## src/design/twal_div.sv

```systemverilog
`timescale 1ns / 1ps
`default_nettype none
// ----------------------------------------------------------------------------
// twal_div
// Restoring unsigned divider, one quotient bit per cycle.
// ----------------------------------------------------------------------------
module twal_div #(
  parameter int MW = 26,
  parameter int DW = 11
) (
  input  wire logic          clk,
  input  wire logic          rst_n,
  input  wire logic          start,
  input  wire logic [MW-1:0] dividend,
  input  wire logic [DW-1:0] divisor,
  output logic               done,
  output logic      [MW-1:0] quotient
);

  localparam int CNTW = $clog2(MW + 1);

  logic            busy_r;
  logic            done_r;
  logic [CNTW-1:0] cnt_r;
  logic [DW-1:0]   rem_r;
  logic [MW-1:0]   quo_r;
  logic [DW-1:0]   dsr_r;
  logic [DW:0]     rem_sh;
  logic [DW:0]     diff;
  logic            q_bit;

  always_comb begin
    rem_sh = {rem_r, quo_r[MW-1]};
    diff   = rem_sh - {1'b0, dsr_r};
    q_bit  = (rem_sh >= {1'b0, dsr_r});
  end

  always_ff @(posedge clk) begin
    if (!rst_n) begin
      busy_r <= 1'b0;
      done_r <= 1'b0;
      cnt_r  <= '0;
    end else begin
      done_r <= 1'b0;
      if (start) begin
        busy_r <= 1'b1;
        cnt_r  <= CNTW'(MW);
      end else if (busy_r) begin
        cnt_r <= cnt_r - 1'b1;
        if (cnt_r == CNTW'(1)) begin
          busy_r <= 1'b0;
          done_r <= 1'b1;
        end
      end
    end
  end

  always_ff @(posedge clk) begin
    if (start) begin
      rem_r <= '0;
      quo_r <= dividend;
      dsr_r <= divisor;
    end else if (busy_r) begin
      rem_r <= q_bit ? diff[DW-1:0] : rem_sh[DW-1:0];
      quo_r <= {quo_r[MW-2:0], q_bit};
    end
  end

  assign done     = done_r;
  assign quotient = quo_r;

endmodule
`default_nettype wire
```

## config.mk

```make
export PLATFORM = sky130hd
export DESIGN_NAME = twal_div
export DESIGN_NICKNAME = d
export VERILOG_FILES = /design/src/design/twal_div.sv
export SDC_FILE = /design/constraint.sdc
export NUM_CORES = 1
export LEC_CHECK = 0
export CORE_ASPECT_RATIO = 0.9
export CORE_MARGIN = 5
export CORE_UTILIZATION = 30
export CTS_CLUSTER_DIAMETER = 60
export DETAILED_ROUTE_END_ITERATION = 6
export DONT_BUFFER_PORTS = 1
export PLACE_DENSITY = 0.42
export RECOVER_POWER = 50
export REMOVE_ABC_BUFFERS = 1
export SLEW_MARGIN = 20
export SYNTH_ARGS = -nofsm -noshare
export SYNTH_HDL_FRONTEND = slang
export SYNTH_SLANG_ARGS = --single-unit
```

## constraint.sdc

```tcl
create_clock -name clk -period 6.29 [get_ports clk]
set_clock_uncertainty 0.15 [all_clocks]
set_input_delay 1.258 -clock clk [delete_from_list [all_inputs] [get_ports clk]]
set_output_delay 1.258 -clock clk [all_outputs]
set_load 0.005 [all_outputs]
```

==> summary.txt <==
Clock network
  – CTS resizes: 0
  – Clk Latency, worst-skew pair: 0.31 ns
  – CTS tree: done
  – Post-CTS Setup Inserts: 0
  – Clock sink count: 55
  – CTS clock-pin slew for the worst setup and hold paths: 0.11 ns
  – Num CTS Buffers: 5
  – CTS H-tree depth: 2
  – CTS Root Cell: clkbuf_8
  – Clock Tree Buf Depth: 2
  – CTS Hold Bufs: 0

Detailed routing
  – WL/cell: 15.9 um
  – Residual DRC count: 0
  – Vias: 1,768
  – Number of routed nets with antenna violations: 0
  – Vias per inst: 4.90
  – Starting DRT DRC Count: 66
  – Pre-antenna DRT Iters: 4
  – Drt total wl: 5.75 mm

STA
  – Crit path time final: 2.82 ns
  – Setup TNS: 0 ns
  – Final hold violations: 0
  – Period utilisation layout: 44.9%
  – Slew Viols, Final: 0
  – Slew HR: 32.2%
  – Slew @ Worst Pin: 1.02 ns
  – Setup-failing EPs final: 0
  – Max Freq: 354 MHz
  – RSZ-0062 raised after global routing: no

Floorplan
  – Die X: 111 um
  – Initial core utilization: 30.6%
  – DIE HEIGHT: 101 um
  – Row count: 33
  – I/O pin cnt: 67
  – Core box area: 0.00908 mm^2
  – Die area: 0.0113 mm^2

Placed design
  – Global placer's final weighted congestion: 0.743
  – Dpl hpwl: 4.06 mm
  – Port Buffers: 0
  – Dpl cell area: 0.00291 mm^2

Yosys
  – YS warnings: 0
  – Synth top cells by count: edfxtp_1, mux2_2, inv_1, nor2_1, dfxtp_1
  – Mapped Area: 0.00278 mm^2
  – Post-Syn Area per Cell: 11.7 um^2
  – Synth top area share: 40.0%
  – Top-count cell post-synth: edfxtp_1
  – Post-synth cell types: 47
  – Post-Syn Instances: 237
  – Sequential share of the synthesized area: 52.9%
  – Top FF cell, synth: edfxtp_1
  – Yosys reg bits: 55
  – Share of synthesized registers carrying an async set or reset: 0%
  – EDFF count, synth: 37
  – Yosys top cell by area: edfxtp_1
  – Ranking of synthesized cells by area: edfxtp_1, dfxtp_1, mux2_2, ha_1, inv_1

Min path
  – Hold crit path type: reg -> reg
  – Hold Path Origin: rem_r[10]

Global route
  – Grt ovf: 0
  – Largest net degree at the start of global routing: 53
  – Initial antenna violation count: 0
  – Vias in the first global route: 1,899
  – Global-route usage over all layers: 10.4%
  – Global-route wire length before repair: 9.45 mm

Finish
  – Final non-filler cell area: 0.00299 mm^2
  – Layout cells sized above 1: 18.0%
  – Area of the multi-input gates: 0.00120 mm^2
  – Antenna cells: 0
  – Fillers: 938
  – Nets: 292
  – Register area: 0.00147 mm^2
  – Area Growth Syn to Fin: 7.61%

Power
  – Static Leak: 1.09 nW
  – Peak VDD IR: 0.0000992 V
  – Pwr Density: 251 mW/mm^2
  – Tot Pwr: 751 uW

Status
  – Status: finished clean

Critical path
  – Crit path arrival time: 2.89 ns
  – Worst setup startpoint: quotient[25]
  – R2R Path Start: quotient[25]
  – CP startpoint kind: flop
  – Crit Path Class: reg -> reg
  – Crit Path Max Fanout: 11
  – Setup crit end kind: flop
  – Crit path required time: 6.36 ns

Job
  – Maxcap violations: 0
## cell type report
cell class	instances	share of cell area [%]
Timing Repair Buffer	1	0.125
Sequential cell	55	49.2
Tap cell	122	5.10
Multi-Input combinational cell	155	40.1
Inverter	20	2.51
Clock inverter	2	0.544
Clock buffer	6	2.43
## metrics by stage
stage,std cells,hold WS [ns],util (%),setup slack (ns)
2_1_floorplan,230,0.276,-,3.86
3_3_place_gp,353,0.321,32.0,3.49
3_5_place_dp,353,0.292,32.0,3.46
4_1_cts,361,0.315,33.0,3.44
5_1_grt,361,0.353,32.9,3.17
6_report,361,0.319,32.9,3.47
## where the power goes
part           internal (mW)  switching, mW  total [mW]  leakage (nW)
logic                 0.0500         0.0568       0.107         0.533
registers              0.422         0.0214       0.444         0.517
clock network         0.0804          0.120       0.200        0.0418
## cells in the final DEF (no fill, tap or decap), drive strengths merged, types with 5 or more instances in the layout
cell / netlist / layout
nor3: 7 / 7
o21ai: 9 / 9
edfxtp: 37 / 37
clkbuf: 1 / 7
mux2: 27 / 27
inv: 20 / 21
nand3: 5 / 5
dfxtp: 18 / 18
ha: 13 / 13
nand2: 11 / 11
xor2: 5 / 5
nor2: 21 / 21
nand2b: 5 / 5
a21oi: 8 / 8
## routing by layer
metal	vias to the layer above	share of wire, %	global-route usage, %
met2	63	42	15.6
met1	837	49	13.7
met5	-	0	0
li1	862	-	-
met4	0	0.97	3.27
met3	6	7.7	4.42
## flip-flops by register name, indices dropped and copies added, names as in the netlist
name	flops
done	1
dsr_r	11
quotient	26
cnt_r	5
rem_r	11
busy_r	1
## cell families after synthesis
logic type      Yosys count  share of synthesized area [%]
simple gates             61                           11.2
flops                    55                           52.9
compound gates           41                           10.5
mux                      30                           12.0
buf+inv                  27                           3.92
fa+ha+maj                14                           6.57
xor+xnor                  9                           2.84
## critical path: stages (launching register included)
cell	delay, ns
edfxtp_1	0.39
inv_1	0.06
ha_1	0.22
fa_1	0.40
nor2b_1	0.21
o31ai_2	0.14
a211oi_2	0.24
or2_1	0.48
nand3_1	0.16
a311oi_1	0.28
## path summary, 6_finish.rpt
check,to,slack [ns],depth (start not counted)
max,rem_r[4],3.47,9
min,rem_r[10],0.32,2
max reg2reg,rem_r[4],3.47,9
min reg2reg,rem_r[10],0.32,2
(Power assumes the default switching activity.)
